--- config.mk ---
export PLATFORM = sky130hd
export DESIGN_NAME = iis_scan
export DESIGN_NICKNAME = d
export VERILOG_FILES = /design/src/hdl/iis_pkg.sv /design/src/hdl/iis_scan.sv
export SDC_FILE = /design/constraint.sdc
export NUM_CORES = 1
export LEC_CHECK = 0
export CORE_MARGIN = 4
export CORE_UTILIZATION = 57
export CTS_BUF_LIST = sky130_fd_sc_hd__clkbuf_16
export DETAILED_ROUTE_END_ITERATION = 10
export DONT_BUFFER_PORTS = 1
export PLACE_DENSITY = 0.75
export RECOVER_POWER = 50
export SLEW_MARGIN = 5
export SYNTH_ARGS = -nofsm -noshare
export SYNTH_HDL_FRONTEND = slang
export SYNTH_SLANG_ARGS = --single-unit
--- constraint.sdc ---
create_clock -name clk_i -period 5 [get_ports clk_i]
set_input_delay 0 -clock clk_i [delete_from_list [all_inputs] [get_ports clk_i]]
set_output_delay 0 -clock clk_i [all_outputs]
set_load 0.05 [all_outputs]
--- src/hdl/iis_pkg.sv ---
// Shared constants, register indexes and the stage record for the integral image stream.
`default_nettype none
package iis_pkg;

  // Frame limits and pixel depth.
  localparam int MAX_COLS   = 1024;
  localparam int MAX_ROWS   = 1024;
  localparam int PIXEL_BITS = 8;

  // Derived widths.
  localparam int COL_W    = $clog2(MAX_COLS);
  localparam int ROW_W    = $clog2(MAX_ROWS);
  localparam int DIM_W    = 11;
  localparam int ROWSUM_W = 2 * PIXEL_BITS + COL_W;
  localparam int SUM_W    = ROWSUM_W + ROW_W;

  // Configuration port.
  localparam int CFG_IDX_W = 2;
  localparam logic [CFG_IDX_W-1:0] CFG_SQUARE_MODE  = 2'd0;
  localparam logic [CFG_IDX_W-1:0] CFG_FRAME_WIDTH  = 2'd1;
  localparam logic [CFG_IDX_W-1:0] CFG_FRAME_HEIGHT = 2'd2;

  // Reset values of the size registers.
  localparam logic [DIM_W-1:0] WIDTH_RESET  = DIM_W'(MAX_COLS);
  localparam logic [DIM_W-1:0] HEIGHT_RESET = DIM_W'(MAX_ROWS);

  // One pixel after the scan stage, on its way to the accumulate stage.
  typedef struct packed {
    logic [COL_W-1:0]    col;
    logic [ROWSUM_W-1:0] row_sum;
    logic                first_row;
    logic                row_end;
    logic                frame_end;
  } scan_t;

endpackage
`default_nettype wire

--- src/hdl/iis_scan.sv ---
// Configuration registers, raster position counters and the running row sum.
`default_nettype none
module iis_scan (
  input  wire logic                           clk_i,
  input  wire logic                           rst_ni,
  input  wire logic                           cfg_valid_i,
  output logic                                cfg_ready_o,
  input  wire logic [iis_pkg::CFG_IDX_W-1:0]  cfg_index_i,
  input  wire logic [iis_pkg::DIM_W-1:0]      cfg_data_i,
  input  wire logic [iis_pkg::PIXEL_BITS-1:0] pixel_i,
  input  wire logic                           accept_i,
  output iis_pkg::scan_t                      item_o
);
  import iis_pkg::*;

  logic                  square_mode_q;
  logic [DIM_W-1:0]      frame_width_q;
  logic [DIM_W-1:0]      frame_height_q;
  logic [COL_W-1:0]      col_q, col_d;
  logic [ROW_W-1:0]      row_q, row_d;
  logic [ROWSUM_W-1:0]   row_sum_q, row_sum_d;
  logic [DIM_W-1:0]      width_eff;
  logic [DIM_W-1:0]      height_eff;
  logic [2*PIXEL_BITS-1:0] pixel_sq;
  logic [ROWSUM_W-1:0]   term;
  logic                  last_col;
  logic                  last_row;

  assign cfg_ready_o = 1'b1;

  // Register writes.
  always_ff @(posedge clk_i or negedge rst_ni) begin
    if (!rst_ni) begin
      square_mode_q  <= 1'b0;
      frame_width_q  <= WIDTH_RESET;
      frame_height_q <= HEIGHT_RESET;
    end else if (cfg_valid_i) begin
      case (cfg_index_i)
        CFG_SQUARE_MODE:  square_mode_q  <= cfg_data_i[0];
        CFG_FRAME_WIDTH:  frame_width_q  <= cfg_data_i;
        CFG_FRAME_HEIGHT: frame_height_q <= cfg_data_i;
        default: ;
      endcase
    end
  end

  // Zero counts as one, anything above the limit counts as the limit.
  always_comb begin
    if (frame_width_q == '0) begin
      width_eff = DIM_W'(1);
    end else if (frame_width_q > DIM_W'(MAX_COLS)) begin
      width_eff = DIM_W'(MAX_COLS);
    end else begin
      width_eff = frame_width_q;
    end
    if (frame_height_q == '0) begin
      height_eff = DIM_W'(1);
    end else if (frame_height_q > DIM_W'(MAX_ROWS)) begin
      height_eff = DIM_W'(MAX_ROWS);
    end else begin
      height_eff = frame_height_q;
    end
  end

  // Pixel term and the row sum up to and including this pixel.
  always_comb begin
    pixel_sq  = (2*PIXEL_BITS)'(pixel_i) * (2*PIXEL_BITS)'(pixel_i);
    term      = square_mode_q ? ROWSUM_W'(pixel_sq) : ROWSUM_W'(pixel_i);
    row_sum_d = ((col_q == '0) ? '0 : row_sum_q) + term;
    last_col  = (DIM_W'(col_q) + DIM_W'(1)) >= width_eff;
    last_row  = (DIM_W'(row_q) + DIM_W'(1)) >= height_eff;
  end

  // Next raster position.
  always_comb begin
    col_d = col_q + COL_W'(1);
    row_d = row_q;
    if (last_col) begin
      col_d = '0;
      row_d = last_row ? '0 : row_q + ROW_W'(1);
    end
  end

  always_ff @(posedge clk_i or negedge rst_ni) begin
    if (!rst_ni) begin
      col_q     <= '0;
      row_q     <= '0;
      row_sum_q <= '0;
    end else if (accept_i) begin
      col_q     <= col_d;
      row_q     <= row_d;
      row_sum_q <= row_sum_d;
    end
  end

  // Record handed to the accumulate stage.
  always_comb begin
    item_o.col       = col_q;
    item_o.row_sum   = row_sum_d;
    item_o.first_row = (row_q == '0);
    item_o.row_end   = last_col;
    item_o.frame_end = last_col & last_row;
  end

endmodule
`default_nettype wire

==> results_dict.tcl <==
set metrics [dict create \
    cts_buffers 9 \
    timing.rr.end "row_sum_q[23]" \
    nets 962 \
    muxShareOfSynthArea 0.0741 \
    crit_path_start "pixel_i[6]" \
    status "finished with violations" \
    first_global_vias 5972 \
    grt_pass1_wl_um 29000 \
    final_antenna_net_count 0 \
    die_h_um 115 \
    route.detailed.drc 0 \
    syn2layout_area_growth_pct 31.2 \
    wl_per_cell_um 17.7 \
    firstDrtPassIters 5 \
    initial_core_util 0.595 \
    synth_area_mm2 0.00659 \
    slowest_delay_ns 0.58 \
    crit_end "item_o[26]" \
    cts_tree "yes" \
    grtUsageTotal 0.272 \
    max_slew.worst_pin.slew_ns 3.88 \
    port-buffer-count 0 \
    slew_viol_final 70 \
    rr_worst_depth 19 \
    antenna_found_initial 1 \
    placed_area_mm2 0.00772 \
    synth_edf_count 0 \
    clock_skew_ns 0.00594 \
    yosysSeqAreaShare 0.263 \
    ys_warn_count 0 \
    synth_ff_type "dfrtp_1" \
    r2r_start "col_q[0]" \
    h-tree-depth 3 \
    core_mm2 0.0111 \
    synth_fa_ha_area_frac 0.213 \
    grt_overflow_total 0 \
    vias 5782 \
    core.rowCount 38 \
    syn_avg_cell_area_um2 8.97 \
    viasPerCell 5.87 \
    fillers 699 \
    clock_path_buffers 2 \
    path_class "in2out" \
    required_ns 5.00 \
    min_path_cells 2 \
    cts-root-buf "clkbuf_16" \
    clk_pin_slew_ns 0.05 \
    r2r_slack_ns 1.04 \
    cp_max_fo 10 \
    synth_seq_cells 69 \
    clock-sinks 69 \
    synthSimpleGateAreaFrac 0.201 \
    layout_commonest_cell "buf_4" \
    io_pins 65 \
    final_util 0.780 \
    synth_compound_area_frac 0.134 \
    relSlewSlack -1.59 \
    gp_congestion 0.872 \
    hold_viol 0 \
    finalInstanceArea_mm2 0.00864 \
    failed_checks "capacitance limit, slew limit, setup timing" \
    synth_xor_area_frac 0.0652 \
    holdWs_ns 0.0468 \
    drt_iter0_drc 407 \
    grt_max_degree 70 \
    critPathLaunchType "input port" \
    synthCells 734 \
    async_flop_share 1.00 \
    die_w_um 115 \
    cap_violations 1 \
    worst_setup_path_end_kind "output port" \
    post-route-period-util 1.04 \
    yosys.cell_types.count 57 \
    setup_tns_ns -1.34 \
    setup_viol 13 \
    wirelength_um 17500 \
    place_hpwl_um 12400 \
    fin_ws_ns -0.186 \
    syn_nets 856 \
    synth_top_family_by_area "adder cells" \
    mostFrequentLayoutCells "buf_4 (80), dfrtp_1 (67), ha_1 (61)" \
    fmax_ghz 0.193 \
    rsz0062_at_grt "yes" \
    cp_data_arrival_time_ns 5.19 \
    slowest_stage "fa_2" \
    hold_path_class "in2reg" \
    finalCriticalPeriod_ns 5.19 \
    multi_input_area_mm2 0.00510 \
    layout.area.seq_mm2 0.00173 \
    insertion_delay_ns 0.34 \
    dieArea_mm2 0.0133 \
    post_route_cells_drive_above_1_share 0.289 \
]
[worst min path at each step]
stage                 from       endpoint  slack, ns
4_1_cts        cfg_valid_i  square_mode_q       0.03
5_1_grt        cfg_valid_i  square_mode_q       0.05
6_report       cfg_valid_i  square_mode_q       0.05
3_3_place_gp        rst_ni   row_sum_q[8]      -0.29
3_5_place_dp        rst_ni   row_sum_q[7]      -0.29
2_1_floorplan       rst_ni       col_q[0]      -0.30
[through the flow]
stage | setup slack, ns | std cells
2_1_floorplan | -0.260 | 734
3_3_place_gp | -0.217 | 934
3_5_place_dp | -0.457 | 934
4_1_cts | -0.184 | 978
5_1_grt | -0.359 | 985
6_report | -0.186 | 985
[kinds of logic after synthesis]
group / count (synthesis)
AND/OR/NAND/NOR: 249
adder cells (fa/ha/maj): 97
buffers and inverters: 84
multiplexers: 44
flip-flops: 69
XOR/XNOR: 49
AO/OA/AOI/OAI: 141
other: 1
[critical path: cells and delay by family]
kind                       cells  cell delay [ns]
adders and majority gates      6             2.40
AOI/OAI and AO/OA              8             1.24
and+or+nand+nor                6             0.92
xor gates and xnor gates       2             0.33
buffers and inverters          3             0.26
[timing repair]
item,in CTS,in global routing
hold endpoints to repair,123,0
hold buffers,18,0
resized for setup,42,23
pin swaps,14,21
setup buffers,12,6
setup endpoints to repair,14,25
[cell usage after synthesis (3+ instances only)]
| library cell | instances | area share |
|---|---|---|
| a21o_1 | 14 | 0.016 |
| nand2b_1 | 20 | 0.019 |
| nand3b_1 | 4 | 0.0046 |
| xor2_1 | 18 | 0.024 |
| mux2i_1 | 6 | 0.0091 |
| ha_1 | 72 | 0.14 |
| dfrtp_1 | 67 | 0.25 |
| a211oi_1 | 7 | 0.0080 |
| nor4_1 | 9 | 0.0085 |
| mux2_2 | 38 | 0.065 |
| and3_1 | 13 | 0.012 |
| fa_1 | 25 | 0.076 |
| nor3b_1 | 3 | 0.0034 |
| nor3_1 | 11 | 0.0084 |
| inv_1 | 60 | 0.034 |
| xnor2_1 | 31 | 0.041 |
| o22ai_1 | 4 | 0.0038 |
| o21ai_0 | 55 | 0.042 |
| a31oi_1 | 9 | 0.0085 |
| nand3_1 | 19 | 0.014 |
| or3_1 | 5 | 0.0047 |
| nand2_1 | 58 | 0.033 |
| or2_2 | 5 | 0.0047 |
| nor2_1 | 46 | 0.026 |
| o21bai_1 | 5 | 0.0057 |
| nor2b_1 | 6 | 0.0057 |
| a21oi_1 | 23 | 0.017 |
| and2_1 | 39 | 0.037 |
| o2bb2ai_1 | 3 | 0.0040 |
| clkbuf_1 | 19 | 0.011 |
| o31ai_1 | 4 | 0.0046 |
[sequential cells by signal, summed over array words and instances (netlist names)]
name            cells
row_sum_q          26
frame_height_q     11
frame_width_q      11
col_q              10
row_q              10
square_mode_q       1
[area by class of cell]
type / count / area share
inverters: 62 / 0.0269
flip-flops and latches: 69 / 0.200
well taps: 140 / 0.0203
repair buffers: 117 / 0.127
clock buffers: 9 / 0.0261
multi-input cells: 581 / 0.590
clock inverters: 6 / 0.00927
diodes: 1 / 0.000290
[metal layers]
metal / routed length (um) / global-route usage
met5: 0 / 0
met4: 396 / 0.0962
met3: 636 / 0.0418
met2: 8850 / 0.463
met1: 7570 / 0.352
Power is not shown: default switching activity piles up to over one toggle a cycle in this logic, so the estimate is an artifact.
