<file path="src/hdl/iis_pkg.sv">
// Shared constants, register indexes and the stage record for the integral image stream.
`default_nettype none
package iis_pkg;

  // Frame limits and pixel depth.
  localparam int MAX_COLS   = 1024;
  localparam int MAX_ROWS   = 1024;
  localparam int PIXEL_BITS = 8;

  // Derived widths.
  localparam int COL_W    = $clog2(MAX_COLS);
  localparam int ROW_W    = $clog2(MAX_ROWS);
  localparam int DIM_W    = 11;
  localparam int ROWSUM_W = 2 * PIXEL_BITS + COL_W;
  localparam int SUM_W    = ROWSUM_W + ROW_W;

  // Configuration port.
  localparam int CFG_IDX_W = 2;
  localparam logic [CFG_IDX_W-1:0] CFG_SQUARE_MODE  = 2'd0;
  localparam logic [CFG_IDX_W-1:0] CFG_FRAME_WIDTH  = 2'd1;
  localparam logic [CFG_IDX_W-1:0] CFG_FRAME_HEIGHT = 2'd2;

  // Reset values of the size registers.
  localparam logic [DIM_W-1:0] WIDTH_RESET  = DIM_W'(MAX_COLS);
  localparam logic [DIM_W-1:0] HEIGHT_RESET = DIM_W'(MAX_ROWS);

  // One pixel after the scan stage, on its way to the accumulate stage.
  typedef struct packed {
    logic [COL_W-1:0]    col;
    logic [ROWSUM_W-1:0] row_sum;
    logic                first_row;
    logic                row_end;
    logic                frame_end;
  } scan_t;

endpackage
`default_nettype wire

</file>
<file path="src/hdl/iis_accum.sv">
// Accumulate stage: adds the line-store value from above, writes it back, holds the result.
`default_nettype none
module iis_accum (
  input  wire logic                        clk_i,
  input  wire logic                        rst_ni,
  input  wire logic                        in_valid_i,
  output logic                             in_stall_o,
  input  iis_pkg::scan_t                   item_i,
  input  wire logic [iis_pkg::SUM_W-1:0]   rd_data_i,
  output logic                             wr_en_o,
  output logic      [iis_pkg::COL_W-1:0]   wr_addr_o,
  output logic      [iis_pkg::SUM_W-1:0]   wr_data_o,
  output logic                             out_valid_o,
  input  wire logic                        out_stall_i,
  output logic      [iis_pkg::SUM_W-1:0]   area_sum_o,
  output logic                             row_end_o,
  output logic                             frame_end_o
);
  import iis_pkg::*;

  scan_t             s1_q;
  logic              s1_valid_q;
  logic              s1_fwd_q, s1_fwd_d;
  logic [SUM_W-1:0]  fwd_data_q;
  logic              s1_adv;
  logic              accept;
  logic [SUM_W-1:0]  above;
  logic [SUM_W-1:0]  sum;
  logic              out_valid_q;
  logic [SUM_W-1:0]  area_sum_q;
  logic              row_end_q;
  logic              frame_end_q;

  // Handshake between the stages.
  assign s1_adv     = s1_valid_q & (~out_valid_q | ~out_stall_i);
  assign in_stall_o = s1_valid_q & ~s1_adv;
  assign accept     = in_valid_i & ~in_stall_o;

  // The entry being written this cycle is the one just read: take the new value.
  assign s1_fwd_d = s1_adv & (item_i.col == s1_q.col);

  // Integral value at this pixel.
  always_comb begin
    if (s1_q.first_row) begin
      above = '0;
    end else if (s1_fwd_q) begin
      above = fwd_data_q;
    end else begin
      above = rd_data_i;
    end
    sum = SUM_W'(s1_q.row_sum) + above;
  end

  assign wr_en_o   = s1_adv;
  assign wr_addr_o = s1_q.col;
  assign wr_data_o = sum;

  // Stage register control.
  always_ff @(posedge clk_i or negedge rst_ni) begin
    if (!rst_ni) begin
      s1_valid_q  <= 1'b0;
      s1_fwd_q    <= 1'b0;
      out_valid_q <= 1'b0;
    end else begin
      if (accept) begin
        s1_valid_q <= 1'b1;
        s1_fwd_q   <= s1_fwd_d;
      end else if (s1_adv) begin
        s1_valid_q <= 1'b0;
        s1_fwd_q   <= 1'b0;
      end
      if (s1_adv) begin
        out_valid_q <= 1'b1;
      end else if (~out_stall_i) begin
        out_valid_q <= 1'b0;
      end
    end
  end

  // Stage payloads.
  always_ff @(posedge clk_i) begin
    if (accept) begin
      s1_q <= item_i;
    end
    if (s1_adv) begin
      fwd_data_q  <= sum;
      area_sum_q  <= sum;
      row_end_q   <= s1_q.row_end;
      frame_end_q <= s1_q.frame_end;
    end
  end

  assign out_valid_o = out_valid_q;
  assign area_sum_o  = area_sum_q;
  assign row_end_o   = row_end_q;
  assign frame_end_o = frame_end_q;

  // A forwarded value only exists alongside a held pixel.
  a_fwd_needs_item: assert property (@(posedge clk_i) disable iff (!rst_ni)
    s1_fwd_q |-> s1_valid_q)
    else $error("forward flag set without a pixel in the accumulate stage");

  // A new beat never overwrites a pixel that has not moved on.
  a_no_overwrite: assert property (@(posedge clk_i) disable iff (!rst_ni)
    accept |-> (!s1_valid_q || s1_adv))
    else $error("accumulate stage overwritten");

  // A pixel that leaves the accumulate stage shows up at the output.
  a_adv_to_out: assert property (@(posedge clk_i) disable iff (!rst_ni)
    s1_adv |=> out_valid_q)
    else $error("result lost between stages");

  // The last pixel of a frame is also the last of its row.
  a_frame_row: assert property (@(posedge clk_i) disable iff (!rst_ni)
    (out_valid_q && frame_end_q) |-> row_end_q)
    else $error("frame end without row end");

endmodule
`default_nettype wire

</file>
<file path="config.mk">
export PLATFORM = sky130hd
export DESIGN_NAME = iis_accum
export DESIGN_NICKNAME = d
export VERILOG_FILES = /design/src/hdl/iis_pkg.sv /design/src/hdl/iis_accum.sv
export SDC_FILE = /design/constraint.sdc
export NUM_CORES = 1
export LEC_CHECK = 0
export BUFFER_PORTS_ARGS = -buffer_cell sky130_fd_sc_hd__buf_2
export CORE_ASPECT_RATIO = 1.75
export CORE_UTILIZATION = 46
export CTS_CLUSTER_DIAMETER = 80
export DETAILED_ROUTE_END_ITERATION = 7
export HOLD_SLACK_MARGIN = 0.05
export PLACE_DENSITY_LB_ADDON = 0.25
export SLEW_MARGIN = 20
export SYNTH_ARGS = -nofsm -noshare
export SYNTH_HDL_FRONTEND = slang
export SYNTH_SLANG_ARGS = --single-unit
</file>
<file path="constraint.sdc">
create_clock -name clk_i -period 4.8 [get_ports clk_i]
set_clock_uncertainty 0.1 [all_clocks]
set_input_delay 1.44 -clock clk_i [delete_from_list [all_inputs] [get_ports clk_i]]
set_output_delay 1.44 -clock clk_i [all_outputs]
set_load 0.03 [all_outputs]
</file>
==> flow_metrics.tcl <==
set metrics [dict create \
    start_kind "primary input" \
    hold_depth 0 \
    finalSetupViolations 29 \
    die_h_um 138 \
    pwr-share-clk_pct 28.5 \
    violations "setup timing" \
    seq_area_um2 2390 \
    hold_path.class "reg2reg" \
    relSlewSlack_pct 58.8 \
    dp_cells 796 \
    synth_largest_area_cell "edfxtp_1" \
    cts_sinks 80 \
    clk_path_buf_depth 2 \
    leakagePower_nw 3.36 \
    antenna_cells 0 \
    peakVddDrop_uv 354 \
    drc 0 \
    synth_xor_xnor_area_share_pct 7.05 \
    cp.required_ns 3.26 \
    cp-end-kind "output port" \
    drtAntennaViolNets 0 \
    grt_pass1_vias 4657 \
    antenna_found_initial 0 \
    crit_fanout 4 \
    yosys.area_share.simple_pct 12.2 \
    synth_edf_count 77 \
    slew_viol_final 0 \
    route.vias.total 4418 \
    r2r_end "area_sum_o[30]" \
    status "finished with violations" \
    dr.first_iter.drc_count 142 \
    ys_ff_latch 80 \
    synth_commonest_cells "edfxtp_1 (77), nor2_1 (46), mux2i_1 (35)" \
    period_minus_slack_ns 5.40 \
    max_freq_ghz 0.185 \
    num_io_pins 166 \
    drv_cap 0 \
    multiInputGateArea_um2 2760 \
    wl_um 13900 \
    layout.cells.non_filler 832 \
    die-area_um2 11000 \
    final-hold-violation-count 0 \
    p_sw_w 0.000846 \
    initial_core_util_pct 47.4 \
    drive_above_1_share_pct 53.2 \
    netlist_area_um2 4850 \
    fillers 679 \
    grt_overflow 0 \
    synth_cell_types 56 \
    p_sw_share_pct 33.8 \
    dp_hpwl_um 10200 \
    combPwrFrac_pct 36.3 \
    yosysMostFrequentCell "edfxtp_1" \
    grt_pass1_wl_um 21300 \
    grt_setup_unrepaired "yes" \
    nNetsFinal 806 \
    holdWs_ns 0.332 \
    clk_pin_slew_ns 0.07 \
    finalCritPeriodShare_pct 112 \
    synth_compound_area_share_pct 13.3 \
    yosys.area.top_type_share_pct 47.7 \
    pre_cts_ws_ns -0.691 \
    htreeDepth 3 \
    p_seq_share_pct 35.2 \
    p_per_area_nw_per_um2 329 \
    wl_per_cell_um 16.7 \
    arrival_ns 3.86 \
    syn_nets 534 \
    cts-root-buf "clkbuf_16" \
    place_congestion 0.895 \
    synth_seq_area_share_pct 49.2 \
    grt_max_degree 40 \
    yosys_warnings 0 \
    synth_top_family_by_area "compound AO/OA/AOI/OAI gates" \
    synthAdderAreaFrac_pct 7.12 \
    r2r_cells 14 \
    r2r_slack_ns 1.43 \
    synth_area_leaders "edfxtp_1 (48%), mux2i_1 (7.2%), ha_1 (6.7%), xor2_1 (4.2%), nor2_1 (3.6%)" \
    area_delta_synth_final_pct 56.9 \
    core_um2 10200 \
    rows 49 \
    synthCells 428 \
    firstDrtPassIters 4 \
    ys.flop_type "edfxtp_1" \
    vias_per_cell 5.31 \
    die_w_um 79.6 \
    track_usage_pct 25.7 \
    tightest_slew_ns 0.617 \
    insertion_delay_ns 0.34 \
    power.total_w 0.00250 \
    tns_ns -11.53 \
    critical_path_class "in2out" \
    synth.area.mux_share_pct 7.74 \
    min_to "frame_end_o" \
    tritoncts "built" \
    r2r_start "s1_fwd_q" \
    p_int_w 0.00165 \
    cts_made_buffers 9 \
    min-delay-start "s1_q[0]" \
    layout_setup_ws_ns -0.598 \
    portBuffers 165 \
    syn_avg_cell_area_um2 11.3 \
    async_reset_ff_share_pct 3.75 \
]
## how the worst max path moves through the flow
stage	slack, ns	endpoint	from	depth (start not counted)
final	-0.60	wr_data_o[30]	rd_data_i[0]	14
after global routing	-0.78	wr_data_o[24]	rd_data_i[0]	14
after CTS	-0.60	wr_data_o[24]	rd_data_i[0]	14
after detailed placement	-0.69	wr_data_o[28]	rd_data_i[0]	13
after global placement	-0.66	wr_data_o[28]	rd_data_i[0]	13
after floorplan	-0.38	wr_data_o[27]	rd_data_i[4]	10
## registers in the layout, summed over array words and instances, names as in the netlist
| signal | count |
|---|---|
| wr_addr_o | 10 |
| s1_q | 29 |
| out_valid_o | 1 |
| area_sum_o | 36 |
| row_end_o | 1 |
| frame_end_o | 1 |
| s1_fwd_q | 1 |
| s1_valid_q | 1 |
## power by group through the flow
| stage | clock network (W) | logic [W] | registers (W) |
|---|---|---|---|
| 6_report | 0.000712 | 0.000908 | 0.000881 |
| 5_1_grt | 0.000752 | 0.000965 | 0.000887 |
| 4_1_cts | 0.000726 | 0.000868 | 0.000880 |
| 3_5_place_dp | 0 | 0.000758 | 0.000895 |
| 3_3_place_gp | 0 | 0.000747 | 0.000891 |
| 2_1_floorplan | 0 | 0.000391 | 0.000971 |
## layout make-up
class | instances | area share [%]
clock inverters | 7 | 1.13
repair buffers | 283 | 25.8
clock buffers | 9 | 2.96
multi-input cells | 319 | 36.3
well taps | 127 | 2.09
inverters | 7 | 0.345
flip-flops and latches | 80 | 31.4
## placed cells by master, fill, tap and decap left out, drive strengths merged, types with 15 or more instances in the layout
cell	count
a21oi	30
buf	281
nor2	46
nand3	15
nand2	26
edfxtp	77
ha	26
o21ai	21
xnor2	16
mux2i	36
xor2	23
## repair_timing
item                                    4_1_cts  5_1_grt
endpoints found under the setup margin       30       31
pin swaps                                    26       23
resized for setup                            79       29
buffers inserted                             16       11
hold buffers                                  0        0
## metrics by stage
stage          area [um^2]  util (%)
2_1_floorplan         5040         -
3_3_place_gp          6670      65.1
3_5_place_dp          6670      65.1
4_1_cts               7430      72.5
5_1_grt               7610      74.3
6_report              7610      74.3
## routing by layer
metal,global-route usage (%),part of all wire [%]
met1,25.5,35
met2,50.6,57
met3,4.57,4.6
met4,10.3,2.9
met5,0,0
## critical path, stage by stage
cell and delay [ns]:
buf_6 0.09, mux2i_1 0.12, nor2_1 0.06, ha_2 0.19, fa_2 0.34, a21o_1 0.22, a22oi_2 0.18, o21ai_2 0.11
a311oi_2 0.26, buf_4 0.19, o31ai_4 0.09, a21oi_2 0.25, xnor2_2 0.17, buf_6 0.16
## cell families after synthesis
group           after synthesis
xor+xnor                     39
simple gates                122
buf+inv                      29
flops                        80
fa+ha+maj                    27
compound gates               94
mux                          37
No activity file was read; power rests on OpenSTA's default activity.
