File: src/hdl/iis_ram.sv
// Generic simple dual-port RAM with one write port and a registered read port.
`default_nettype none
module iis_ram #(
  parameter int WIDTH = 8,
  parameter int DEPTH = 16
) (
  input  wire logic                     clk_i,
  input  wire logic                     we_i,
  input  wire logic [$clog2(DEPTH)-1:0] waddr_i,
  input  wire logic [WIDTH-1:0]         wdata_i,
  input  wire logic                     re_i,
  input  wire logic [$clog2(DEPTH)-1:0] raddr_i,
  output logic      [WIDTH-1:0]         rdata_o
);

  logic [WIDTH-1:0] mem [DEPTH];

  // Write port.
  always_ff @(posedge clk_i) begin
    if (we_i) begin
      mem[waddr_i] <= wdata_i;
    end
  end

  // Read port returns the old contents when both ports hit one entry.
  always_ff @(posedge clk_i) begin
    if (re_i) begin
      rdata_o <= mem[raddr_i];
    end
  end

endmodule
`default_nettype wire

File: config.mk
export PLATFORM = sky130hd
export DESIGN_NAME = iis_ram
export DESIGN_NICKNAME = d
export VERILOG_FILES = /design/src/hdl/iis_ram.sv
export SDC_FILE = /design/constraint.sdc
export NUM_CORES = 1
export LEC_CHECK = 0
export ABC_AREA = 1
export BUFFER_PORTS_ARGS = -buffer_cell sky130_fd_sc_hd__buf_4
export CAP_MARGIN = 20
export CORE_UTILIZATION = 45
export DETAILED_ROUTE_END_ITERATION = 8
export PLACE_DENSITY_LB_ADDON = 0.3
export SKIP_CTS_REPAIR_TIMING = 1
export SYNTH_ARGS = -nofsm -noshare
export SYNTH_HDL_FRONTEND = slang
export SYNTH_SLANG_ARGS = --single-unit
File: constraint.sdc
create_clock -name clk_i -period 1.88 [get_ports clk_i]
set_input_delay 0.376 -clock clk_i [delete_from_list [all_inputs] [get_ports clk_i]]
set_output_delay 0.376 -clock clk_i [all_outputs]
set_load 0.01 [all_outputs]
==> impl_metrics.env, run 1 <==
export IMPL_criticalPathCategory="register to output pin"
export IMPL_clk_latency_ps=420
export IMPL_worst_path_stages=1
export IMPL_yosysSeqAreaShare_pct=69.8
export IMPL_dp_slack_ps=216
export IMPL_fin_ws_ps=518
export IMPL_drive_above_1_share_pct=12.4
export IMPL_ys_ff_latch=136
export IMPL_end_kind="output pin"
export IMPL_hold_viol_final=0
export IMPL_grt_usage_pct=21.2
export IMPL_status="complete, no violations"
export IMPL_grt_pass1_wl_um=19900
export IMPL_r2r_cells=6
export IMPL_gp_routability_congestion=0.830
export IMPL_htreeDepth=4
export IMPL_path_buf_inv=1
export IMPL_die_width_um=116
export IMPL_power_leakage_nw=2.96
export IMPL_p_per_area_nw_per_um2=1030
export IMPL_hp_class="input pin to register"
export IMPL_crit_path_end="rdata_o[3]"
export IMPL_min_period_over_period_pct=72.4
export IMPL_r2r_start="mem[10][5]$_DFFE_PP_"
export IMPL_drt_initial_drc_count=301
export IMPL_slew_headroom_pct=63.3
export IMPL_clk_path_buf_depth=2
export IMPL_start_util_pct=46.3
export IMPL_ys_warnings_count=0
export IMPL_cts_num_sinks=136
export IMPL_fin_area_um2=6860
export IMPL_cts_root_buffer="clkbuf_16"
export IMPL_grt_start_max_net_pins=65
export IMPL_cts_tree="done"
export IMPL_final_antenna_net_count=0
export IMPL_numCtsBuffers=17
export IMPL_grt_pass1_vias=3646
export IMPL_holdPathStages=1
export IMPL_cp_start_kind="register"
export IMPL_avgViaCountPerCell=4.94
export IMPL_dp_hpwl_um=7680
export IMPL_min_period_ps=1360
export IMPL_vias=3841
export IMPL_num_rows=41
export IMPL_remaining_drc_errors=0
export IMPL_wire_per_inst_um=16.6
export IMPL_n_antenna_cell=0
export IMPL_port_buffers=26
export IMPL_cp_max_fo=1
export IMPL_clkTransAtPathRegs_ps=60
export IMPL_layout_nets=612
export IMPL_setup_viol=0
export IMPL_cp_arrival_ps=990
export IMPL_die_area_um2=13500
export IMPL_skew_ps=8.59
export IMPL_grt_overflow=0
export IMPL_slew_viol_final=0
export IMPL_max_cap_violations=0
export IMPL_synth_avg_cell_area_um2=10.6
export IMPL_r2r_end="rdata_o[5]$_DFFE_PP_"
export IMPL_crit_chain="buf_4"
export IMPL_crit_start="rdata_o[3]$_DFFE_PP_"
export IMPL_ir_drop_uv=579
export IMPL_clock_fmax_ghz=0.734
export IMPL_synth_cell_types=11
export IMPL_netlist_instances=551
export IMPL_syn_nets=570
export IMPL_cp_slowest_cell="edfxtp_1"
export IMPL_max_slew_worst_pin_slew_ps=550
export IMPL_max_stage_delay_ps=410
export IMPL_syn2layout_area_growth_pct=17.3
export IMPL_path_delay_family="flip-flops"
export IMPL_drt_pass1_iterations=6
export IMPL_dieHeight_um=116
export IMPL_routed_wl_um=12900
export IMPL_io_pins=27
export IMPL_setup_tns_ps=0
export IMPL_rsz0062_at_grt="false"
export IMPL_core_area_um2=12600
export IMPL_synthesis_area_um2=5850
export IMPL_rrSetupSlack_ps=700
export IMPL_worst_endpoint_required_ps=1500
export IMPL_antenna_found_initial=0
export IMPL_post_dp_cell_area_um2=6290
## registers in the layout, summed over array words and instances (netlist names)
name and flops:
mem 128, rdata_o 8
## cell usage after synthesis, drive strengths merged
master / n / area (µm²)
nand3b: 2 / 15.0
nand2: 173 / 649
nor2: 17 / 63.8
nand3: 97 / 485
edfxtp: 136 / 4080
inv: 102 / 383
buf: 24 / 166
## logic make-up after synthesis
family	synth area share [%]
AND/OR/NAND/NOR	20.8
flip-flops	69.8
buffers and inverters	9.39
## power breakdown
group          internal (W)  total [W]  switching, W
combinational      0.000143   0.000436      0.000293
sequential          0.00342    0.00344     0.0000198
clock               0.00206    0.00322       0.00116
## layer usage
metal  share of wire [%]  up-vias  GRT usage [%]
li1                    -     1864              -
met5                   0        -              0
met3                 6.4       14           5.44
met2                  47      128           32.8
met4                 1.6        0           7.35
met1                  45     1835           29.1
## through the flow
stage          cells  hold WS (ps)  power, W  util [%]
5_1_grt          778           240   0.00731      54.3
6_report         778           254   0.00709      54.3
4_1_cts          778           241   0.00713      54.3
3_3_place_gp     746           667   0.00393      49.8
2_1_floorplan    551           475   0.00374         -
3_5_place_dp     746           672   0.00394      49.8
## cells in the final DEF (no fill, tap or decap)
cell,n
nand3b_1,2
nand3_1,97
clkinv_1,2
clkinvlp_4,1
clkbuf_1,4
clkbuf_16,17
clkinv_2,5
edfxtp_1,136
nand2_1,173
buf_12,3
inv_1,100
bufinv_16,3
buf_4,44
inv_2,2
nor2_1,17
## worst min path at each step
stage / slack, ps / from / end
floorplan: 470 / wdata_i[0] / mem[0][0]$_DFFE_PP_
global placement: 670 / re_i / rdata_o[5]$_DFFE_PP_
detailed placement: 670 / re_i / rdata_o[1]$_DFFE_PP_
CTS: 240 / re_i / rdata_o[7]$_DFFE_PP_
global route: 240 / re_i / rdata_o[7]$_DFFE_PP_
finish: 250 / re_i / rdata_o[7]$_DFFE_PP_
## area by class of cell
| type | count | area [µm²] |
|---|---|---|
| flip-flops and latches | 136 | 4080 |
| clock buffers | 21 | 440 |
| well taps | 172 | 215 |
| repair buffers | 47 | 390 |
| multi-input cells | 289 | 1210 |
| fillers | 1141 | 5760 |
| clock inverters | 11 | 130 |
| inverters | 102 | 383 |
Power figures use the tool's default switching activity.
==> inputs of run 2 (changes only) <==
==> constraint.sdc (replaced) <==
create_clock -name clk_i -period 1.2 [get_ports clk_i]
set_input_delay 0.24 -clock clk_i [delete_from_list [all_inputs] [get_ports clk_i]]
set_output_delay 0.24 -clock clk_i [all_outputs]
set_load 0.01 [all_outputs]
==> run 2 against run 1 <==
  * The run now ends with setup timing left
  * Sequential cell count did not move
  * Core utilization grew 0.60 points
  * Design area is 1.1% higher
  * Critical path type unchanged
  * Largest cell class unchanged
==> impl_metrics.env, run 2 (same netlist as run 1, synthesis figures left out) <==
export IMPL_seq_area_um2=4080
export IMPL_holdPathStages=1
export IMPL_mostFrequentLayoutCell="nand2_1"
export IMPL_io_pins=27
export IMPL_min_period_ps=1260
export IMPL_rsz0062_at_grt="true"
export IMPL_worst_path_stages=1
export IMPL_core_area_um2=12600
export IMPL_path_buf_inv=1
export IMPL_min_period_over_period_pct=105
export IMPL_htreeDepth=4
export IMPL_fin_ws_ps=-59.9
export IMPL_hp_class="input pin to register"
export IMPL_grt_busiest_layer="met2"
export IMPL_instances_no_fill=783
export IMPL_clk_path_buf_depth=2
export IMPL_slew_headroom_pct=73.9
export IMPL_dp_slack_ps=-252
export IMPL_layout_common_cells="nand2_1, edfxtp_1, inv_1, nand3_1, buf_4"
export IMPL_cp_slowest_cell="edfxtp_1"
export IMPL_start_util_pct=46.3
export IMPL_port_buffers=26
export IMPL_fillers=1105
export IMPL_n_antenna_cell=0
export IMPL_grt_util_met1_pct=27.5
export IMPL_grt_util_met2_pct=36.2
export IMPL_remaining_drc_errors=0
export IMPL_wire_per_inst_um=16.6
export IMPL_syn2layout_area_growth_pct=18.6
export IMPL_num_rows=41
export IMPL_p_per_area_nw_per_um2=1530
export IMPL_status="complete, but fails checks"
export IMPL_grt_usage_pct=21.9
export IMPL_r2r_cells=6
export IMPL_gp_routability_congestion=0.783
export IMPL_grt_start_max_net_pins=34
export IMPL_gr_usage_met3_pct=5.44
export IMPL_grt_pass1_wl_um=21000
export IMPL_dieHeight_um=116
export IMPL_top_regs="mem (128), rdata_o (8)"
export IMPL_max_stage_delay_ps=450
export IMPL_criticalPathCategory="register to output pin"
export IMPL_end_kind="output pin"
export IMPL_post_dp_cell_area_um2=6400
export IMPL_power_leakage_nw=3.00
export IMPL_setup_viol=4
export IMPL_regMostFlops="mem"
export IMPL_largest_reg_flops=128
export IMPL_cp_max_fo=1
export IMPL_hold_viol_final=0
export IMPL_clk_latency_ps=420
export IMPL_dpl_cell_count=755
export IMPL_path_delay_family="flip-flops"
export IMPL_slew_viol_final=0
export IMPL_grt_overflow=0
export IMPL_routed_wl_um=13000
export IMPL_whs_ps=146
export IMPL_layout_nets=621
export IMPL_cts_num_sinks=136
export IMPL_final_antenna_net_count=0
export IMPL_grt_pass1_vias=3879
export IMPL_max_cap_violations=0
export IMPL_die_area_um2=13500
export IMPL_dp_hpwl_um=8270
export IMPL_violations="setup timing"
export IMPL_vias=3883
export IMPL_cts_tree="done"
export IMPL_cp_start_kind="register"
export IMPL_drt_initial_drc_count=233
export IMPL_drt_pass1_iterations=5
export IMPL_clock_fmax_ghz=0.794
export IMPL_worst_endpoint_required_ps=960
export IMPL_multi_input_area_um2=1220
export IMPL_avgViaCountPerCell=4.96
export IMPL_die_width_um=116
export IMPL_setup_tns_ps=-180
export IMPL_fin_area_um2=6930
export IMPL_cp_arrival_ps=1020
export IMPL_cts_root_buffer="clkbuf_16"
export IMPL_crit_chain="buf_6"
export IMPL_clkTransAtPathRegs_ps=50
export IMPL_ir_drop_uv=967
export IMPL_max_slew_worst_pin_slew_ps=392
export IMPL_numCtsBuffers=17
export IMPL_drive_above_1_share_pct=13.3
export IMPL_antenna_found_initial=0
export IMPL_skew_ps=4.57
==> run 2: cell type report <==
type / instances / area share (%)
inverters: 102 / 5.52
repair buffers: 56 / 7.65
multi-input cells: 289 / 17.7
clock buffers: 20 / 6.30
clock inverters: 8 / 0.866
flip-flops and latches: 136 / 58.9
well taps: 172 / 3.10
==> run 2: through the flow <==
| step | utilization [%] | power [W] |
|---|---|---|
| floorplan | - | 0.00586 |
| global placement | 50.7 | 0.00619 |
| detailed placement | 50.7 | 0.00621 |
| CTS | 54.7 | 0.0106 |
| global route | 54.9 | 0.0110 |
| finish | 54.9 | 0.0106 |
==> run 2: power by group <==
part | internal (W) | switching [W]
Sequential | 0.00536 | 0.0000364
Combinational | 0.000271 | 0.000464
Clock | 0.00275 | 0.00174
Total | 0.00838 | 0.00224
==> run 2: path summary, 6_finish.rpt <==
path	startpoint	endpoint	slack [ps]
min	wdata_i[7]	mem[15][7]$_DFFE_PP_	150
min reg2reg	mem[14][4]$_DFFE_PP_	rdata_o[4]$_DFFE_PP_	730
max	rdata_o[1]$_DFFE_PP_	rdata_o[1]	-60
max reg2reg	mem[6][1]$_DFFE_PP_	rdata_o[1]$_DFFE_PP_	80
==> run 2: routing by layer <==
metal  part of all wire, %  up-vias
li1                      -     1876
met4                   2.4        0
met2                    50      125
met3                   5.0       25
met1                    43     1857
met5                     0        -
